$ cat config.mk
export PLATFORM = sky130hd
export DESIGN_NAME = swrl_ctrl
export DESIGN_NICKNAME = d
export VERILOG_FILES = /design/src/rtl/swrl_pkg.sv /design/src/rtl/swrl_ctrl.sv
export SDC_FILE = /design/constraint.sdc
export NUM_CORES = 1
export LEC_CHECK = 0
export ABC_CLOCK_PERIOD_IN_PS = 4900
export BUFFER_PORTS_ARGS = -buffer_cell sky130_fd_sc_hd__buf_2
export CAP_MARGIN = 20
export CORE_ASPECT_RATIO = 1.2
export CORE_UTILIZATION = 28
export CTS_BUF_LIST = sky130_fd_sc_hd__clkbuf_8 sky130_fd_sc_hd__clkbuf_16
export DETAILED_ROUTE_END_ITERATION = 12
export PLACE_DENSITY = 0.46
export SLEW_MARGIN = 5
export SYNTH_ARGS = -nofsm -noshare
export SYNTH_HDL_FRONTEND = slang
export SYNTH_SLANG_ARGS = --single-unit
$ cat constraint.sdc
create_clock -name clk -period 4.9 [get_ports clk]
set_input_delay 0.245 -clock clk [delete_from_list [all_inputs] [get_ports clk]]
set_output_delay 0.245 -clock clk [all_outputs]
set_load 0.1 [all_outputs]
$ cat src/rtl/swrl_pkg.sv
// Shared types, sizes and helpers for the sliding window rate limiter.
`default_nettype none

package swrl_pkg;

    localparam int SERVICES    = 16;
    localparam int MAX_LIMIT   = 16;
    localparam int RING_TOTAL  = 4 * SERVICES;
    localparam int STORE_DEPTH = RING_TOTAL * MAX_LIMIT;

    localparam int SVC_W    = (SERVICES > 1) ? $clog2(SERVICES) : 1;
    localparam int RING_W   = $clog2(RING_TOTAL);
    localparam int HEAD_W   = (MAX_LIMIT > 1) ? $clog2(MAX_LIMIT) : 1;
    localparam int CNT_W    = $clog2(MAX_LIMIT + 1);
    localparam int STORE_AW = $clog2(STORE_DEPTH);
    localparam int CFG_IDX_W = 2;

    localparam logic [CFG_IDX_W-1:0] CFG_WINDOW = CFG_IDX_W'(0);
    localparam logic [CFG_IDX_W-1:0] CFG_LIMIT  = CFG_IDX_W'(1);

    localparam logic [31:0] WINDOW_RESET = 32'd10;
    localparam logic [4:0]  LIMIT_RESET  = 5'd5;

    typedef struct packed {
        logic [3:0]  service_index;
        logic        lat_negative;
        logic        lon_negative;
        logic [31:0] now_seconds;
    } request_t;

    typedef struct packed {
        logic       allowed;
        logic [1:0] quadrant;
        logic [4:0] ring_fill;
    } result_t;

    typedef struct packed {
        logic [31:0] window_seconds;
        logic [4:0]  limit_count;
    } cfg_t;

    typedef struct packed {
        logic [HEAD_W-1:0] head;
        logic [CNT_W-1:0]  count;
    } ring_entry_t;

    typedef struct packed {
        logic                en;
        logic                we;
        logic [STORE_AW-1:0] addr;
        logic [31:0]         wdata;
    } stamp_req_t;

    typedef struct packed {
        logic              en;
        logic              we;
        logic [RING_W-1:0] addr;
        ring_entry_t       wdata;
    } ring_req_t;

    // service index wraps modulo SERVICES; small lookup over the 16 codes
    function automatic logic [SVC_W-1:0] svc_wrap(input logic [3:0] s);
        logic [SVC_W-1:0] r;
        r = '0;
        for (int i = 0; i < 16; i++) begin
            if (s == 4'(i)) begin
                r = SVC_W'(i % SERVICES);
            end
        end
        return r;
    endfunction

endpackage

`default_nettype wire

$ cat src/rtl/swrl_ctrl.sv
// Request sequencer: reads ring state, pops expired stamps, decides and writes back.
`default_nettype none

module swrl_ctrl (
    input  wire logic                 clk,
    input  wire logic                 rst_n,
    input  wire logic                 start,
    output logic                      busy,
    input  wire swrl_pkg::request_t   request,
    input  wire swrl_pkg::cfg_t       cfg,
    output logic                      done,
    output swrl_pkg::result_t         result,
    output swrl_pkg::stamp_req_t      stamp_req,
    input  wire logic [31:0]          stamp_rdata,
    output swrl_pkg::ring_req_t       ring_req,
    input  wire swrl_pkg::ring_entry_t ring_rdata
);

    typedef enum logic [1:0] {
        ST_IDLE,
        ST_RING,
        ST_STAMP,
        ST_DECIDE
    } state_t;

    state_t                             state_reg, state_next;
    logic [swrl_pkg::RING_W-1:0]        ring_reg, ring_next;
    logic [1:0]                         quad_reg, quad_next;
    logic [31:0]                        now_reg, now_next;
    logic [swrl_pkg::HEAD_W-1:0]        head_reg, head_next;
    logic [swrl_pkg::CNT_W-1:0]         count_reg, count_next;
    logic [swrl_pkg::CNT_W-1:0]         lim_reg, lim_next;
    logic [swrl_pkg::RING_TOTAL-1:0]    valid_reg, valid_next;
    logic                               done_reg, done_next;
    swrl_pkg::result_t                  result_reg, result_next;

    swrl_pkg::ring_entry_t              entry;
    logic [swrl_pkg::RING_W-1:0]        req_ring;
    logic [31:0]                        age;
    logic [swrl_pkg::HEAD_W-1:0]        head_inc;
    logic [swrl_pkg::CNT_W-1:0]         count_dec;
    logic [swrl_pkg::HEAD_W:0]          slot_sum;
    logic [swrl_pkg::HEAD_W-1:0]        slot;
    logic                               admit;

    function automatic logic [swrl_pkg::STORE_AW-1:0] stamp_addr(
        input logic [swrl_pkg::RING_W-1:0] ring,
        input logic [swrl_pkg::HEAD_W-1:0] pos
    );
        return swrl_pkg::STORE_AW'(int'(ring) * swrl_pkg::MAX_LIMIT + int'(pos));
    endfunction

    assign req_ring = swrl_pkg::RING_W'({swrl_pkg::svc_wrap(request.service_index),
                                         request.lat_negative, request.lon_negative});
    assign entry = valid_reg[ring_reg] ? ring_rdata : '0;
    assign age = now_reg - stamp_rdata;
    assign head_inc = (int'(head_reg) == swrl_pkg::MAX_LIMIT - 1) ? '0 : head_reg + 1'b1;
    assign count_dec = count_reg - 1'b1;
    assign slot_sum = (swrl_pkg::HEAD_W + 1)'(head_reg) + (swrl_pkg::HEAD_W + 1)'(count_reg);
    assign slot = (int'(slot_sum) >= swrl_pkg::MAX_LIMIT)
                ? swrl_pkg::HEAD_W'(int'(slot_sum) - swrl_pkg::MAX_LIMIT)
                : swrl_pkg::HEAD_W'(slot_sum);
    assign admit = count_reg < lim_reg;

    always_comb
    begin
        state_next  = state_reg;
        ring_next   = ring_reg;
        quad_next   = quad_reg;
        now_next    = now_reg;
        head_next   = head_reg;
        count_next  = count_reg;
        lim_next    = lim_reg;
        valid_next  = valid_reg;
        done_next   = 1'b0;
        result_next = result_reg;
        stamp_req   = '0;
        ring_req    = '0;

        case (state_reg)
            ST_IDLE:
            begin
                if (start)
                begin
                    ring_next = req_ring;
                    quad_next = {request.lat_negative, request.lon_negative};
                    now_next  = request.now_seconds;
                    if (int'(cfg.limit_count) > swrl_pkg::MAX_LIMIT)
                    begin
                        lim_next = swrl_pkg::CNT_W'(swrl_pkg::MAX_LIMIT);
                    end
                    else
                    begin
                        lim_next = swrl_pkg::CNT_W'(cfg.limit_count);
                    end
                    ring_req.en   = 1'b1;
                    ring_req.addr = req_ring;
                    state_next    = ST_RING;
                end
            end
            ST_RING:
            begin
                head_next  = entry.head;
                count_next = entry.count;
                if (entry.count != '0)
                begin
                    stamp_req.en   = 1'b1;
                    stamp_req.addr = stamp_addr(ring_reg, entry.head);
                    state_next     = ST_STAMP;
                end
                else
                begin
                    state_next = ST_DECIDE;
                end
            end
            ST_STAMP:
            begin
                if (age > cfg.window_seconds)
                begin
                    head_next  = head_inc;
                    count_next = count_dec;
                    if (count_dec != '0)
                    begin
                        stamp_req.en   = 1'b1;
                        stamp_req.addr = stamp_addr(ring_reg, head_inc);
                    end
                    else
                    begin
                        state_next = ST_DECIDE;
                    end
                end
                else
                begin
                    state_next = ST_DECIDE;
                end
            end
            ST_DECIDE:
            begin
                if (admit)
                begin
                    stamp_req.en    = 1'b1;
                    stamp_req.we    = 1'b1;
                    stamp_req.addr  = stamp_addr(ring_reg, slot);
                    stamp_req.wdata = now_reg;
                end
                ring_req.en          = 1'b1;
                ring_req.we          = 1'b1;
                ring_req.addr        = ring_reg;
                ring_req.wdata.head  = head_reg;
                ring_req.wdata.count = admit ? count_reg + 1'b1 : count_reg;
                valid_next[ring_reg] = 1'b1;
                done_next             = 1'b1;
                result_next.allowed   = admit;
                result_next.quadrant  = quad_reg;
                result_next.ring_fill = 5'(admit ? count_reg + 1'b1 : count_reg);
                state_next            = ST_IDLE;
            end
            default:
            begin
                state_next = ST_IDLE;
            end
        endcase
    end

    always_ff @(posedge clk or negedge rst_n)
    begin
        if (!rst_n)
        begin
            state_reg  <= ST_IDLE;
            ring_reg   <= '0;
            quad_reg   <= '0;
            now_reg    <= '0;
            head_reg   <= '0;
            count_reg  <= '0;
            lim_reg    <= '0;
            valid_reg  <= '0;
            done_reg   <= 1'b0;
            result_reg <= '0;
        end
        else
        begin
            state_reg  <= state_next;
            ring_reg   <= ring_next;
            quad_reg   <= quad_next;
            now_reg    <= now_next;
            head_reg   <= head_next;
            count_reg  <= count_next;
            lim_reg    <= lim_next;
            valid_reg  <= valid_next;
            done_reg   <= done_next;
            result_reg <= result_next;
        end
    end

    assign busy   = state_reg != ST_IDLE;
    assign done   = done_reg;
    assign result = result_reg;

endmodule

`default_nettype wire

==> run_results.csv <==
group,metric,value,unit
detailed_routing,wl_per_cell,17.3,µm
global_route,grtUsageTotal,18.7,%
timing,relSlewSlack,39.2,%
worst_setup_path,startpoint_type,"flip-flop",
hold_path,hold_path.class,"in2reg",
logic_synthesis,yosysSeqAreaShare,35.7,%
worst_setup_path,critPathMaxFanout,4,
floorplanning,coreArea,0.0314,mm²
global_route,antenna_found_initial,4,
detailed_routing,drc,0,
outcome,violations,"negative setup slack",
logic_synthesis,yosys.area.top_type,"dfrtp_1",
cells_and_area,syn_to_final_growth,32.2,%
detailed_routing,wl,29.0,mm
timing,maxSlewViolCount,0,
timing,worstMarginPinSlew,0.912,ns
global_route,grt_start_max_net_pins,92,
logic_synthesis,synth.distinct_cells,67,
clock_network,htreeDepth,4,
outcome,outcome,"complete, but fails checks",
placed_design,gp_congestion,0.816,
floorplanning,io_pins,190,
cells_and_area,drive_gt1_share,26.7,%
floorplanning,die_w,165,µm
timing,setup_slack,-0.484,ns
detailed_routing,first_iter_violations,328,
worst_setup_path,crit_chain,"inv_2, ha_4, inv_2, fa_2, a211oi_2, o21bai_2, a2111oi_4, o31a_1, a311oi_4, a221oi_4, mux2i_1, o2111ai_1, ha_1, nand4_1, buf_4, nor4_4, a22oi_1, nand3b_1, nand4b_1, buf_4, nor2_1, a221o_2, buf_12",
timing,timing.hold.ws,0.0160,ns
clock_network,clk_path_buf_depth,2,
clock_network,path_clk_slew,0.07,ns
clock_network,cts_num_sinks,127,
logic_synthesis,syn_area,0.00891,mm²
worst_setup_path,slowest_delay,0.43,ns
logic_synthesis,yosysMostFrequentCell,"nand2_1",
logic_synthesis,synth_top_area_share,35.7,%
timing,rsz0062_at_grt,"true",
detailed_routing,met2WireLength,14.7,mm
logic_synthesis,synthCells,1025,
placed_design,dp_slack,-0.177,ns
timing,layout_min_cycle_time,5.38,ns
timing,clock_skew,0.0125,ns
floorplanning,rows,71,
detailed_routing,wl_met3,1.15,mm
cells_and_area,fillers,3256,
placed_design,dpl.cell_count,1615,
logic_synthesis,avgSynthCellArea,8.69,µm²
clock_network,root_buffer,"clkbuf_16",
clock_network,cts_tree,"built",
cells_and_area,multi_input_area,0.00539,mm²
global_route,grt_pass1_wl,46.5,mm
worst_setup_path,cp.arrival,5.14,ns
cells_and_area,final_cells,1677,
logic_synthesis,ys_top_cells_by_area,"dfrtp_1 36%, ha_1 11%, nand2_1 6.7%",
cells_and_area,fin_area,0.0118,mm²
worst_setup_path,crit_slowest_cell,"a221o_2",
worst_setup_path,required,4.66,ns
clock_network,cts_buffers,17,
logic_synthesis,async_flop_share,100,%
detailed_routing,via_per_inst,4.88,
floorplanning,die_y,197,µm
placed_design,hpwl,21.7,mm
logic_synthesis,synth-seq-cells,127,
logic_synthesis,synth_edf_count,0,
cells_and_area,regArea,0.00318,mm²
detailed_routing,wl_met1,12.7,mm
worst_setup_path,criticalPathCategory,"reg2out",
global_route,overflow,0,
timing,hold_violations,0,
placed_design,placedInstanceArea,0.0108,mm²
logic_synthesis,ys.flop_type,"dfrtp_1",
placed_design,portBuffers,189,
logic_synthesis,ys_top_cells_by_count,"159 x nand2_1, 127 x dfrtp_1, 94 x inv_1",
logic_synthesis,synth_nets,1225,
detailed_routing,via_count,8183,
timing,fin_crit_sh,110,%
job,maxCapViolCount,0,
floorplanning,die-area,0.0325,mm²
detailed_routing,top_layer,"met5",
logic_synthesis,ys_warn_count,0,
timing,setup_viol,11,
floorplanning,initial_core_util,28.4,%
timing,timing.fmax,0.186,GHz
cells_and_area,largest_reg_flops,64,
global_route,grt_pass1_vias,8457,
clock_network,clk_latency,0.43,ns
detailed_routing,final_antenna_net_count,0,
detailed_routing,drtPass1Iterations,5,
worst_setup_path,critPathCaptureType,"output pin",
cells_and_area,fin_nets,1464,
per-stage QoR:
step	util [%]	setup TNS, ns
final	37.6	-4.60
after global routing	37.6	-10.0
after CTS	37.1	-5.60
after detailed placement	34.4	-1.27
after global placement	34.4	-0.294
after floorplan	-	-1.97
worst max-delay path: cells and delay by family (launching register included):
family | cells | cell delay, ns
simple gates | 5 | 0.56
mux | 1 | 0.23
compound gates | 9 | 2.13
buf+inv | 5 | 0.60
fa+ha+maj | 3 | 0.81
flops | 1 | 0.37
per-layer routing:
layer  track usage (%)  up-vias
li1                  -     4061
met1              23.3     3912
met2              32.6      173
met3              3.25       33
met4              5.30        4
met5                 0        -
cell families after synthesis:
logic type	after synthesis	synth area share (%)
buffers and inverters	143	6.22
DFF	127	35.7
muxes	25	3.82
xor gates and xnor gates	35	3.44
adders and majority gates	81	11.5
and+or+nand+nor	361	19.5
AOI/OAI and AO/OA	253	19.8
worst paths after layout:
check | depth (start not counted) | slack [ns] | endpoint | start
worst max-delay path | 23 | -0.48 | stamp_req[33] | now_reg[0]
worst min-delay path | 3 | 0.02 | now_reg[1] | request[1]
worst max register to register | 25 | 0.01 | count_reg[2] | now_reg[0]
worst min register to register | 1 | 0.45 | valid_reg[18] | valid_reg[18]
max in group asynchronous | 3 | 3.33 | lim_reg[3] | rst_n
min in group asynchronous | 2 | 0.50 | now_reg[5] | rst_n
what timing repair did:
| action | in CTS | in global routing |
|---|---|---|
| pin swaps | 10 | 6 |
| endpoints found under the setup margin | 11 | 22 |
| resized for setup | 7 | 17 |
| buffers inserted | 8 | 5 |
| hold buffers | 18 | 0 |
| hold endpoints to repair | 107 | 0 |
layout make-up:
type	instances	share of cell area (%)
inverter	95	3.03
clock inverter	12	1.17
multi-input combinational	755	45.7
timing repair buffer	268	15.1
sequential	127	27.0
tap	401	4.26
antenna	1	0.0212
clock buffer	18	3.73
layout by cell type, fill, tap and decap left out, drive strengths merged, types with 5 or more instances in the layout:
cell         count
nand3           19
and2            19
inv             98
dlygate4sd3     18
mux4             6
o21a            10
nor2            48
mux2i            7
a211oi           5
xor2             9
nand4           14
dfrtp          127
clkbuf          18
o21bai          37
ha              79
a221o            7
buf            250
o21ai           36
and3            37
nor3            20
a221oi           8
nand3b           8
mux2            12
nand2          159
a21o            47
xnor2           26
a21oi           50
nor2b           12
a31oi           15
Power is left out: the tool's default activity adds up to more than one toggle a clock period on the data nets, which glitch-free logic cannot reach.
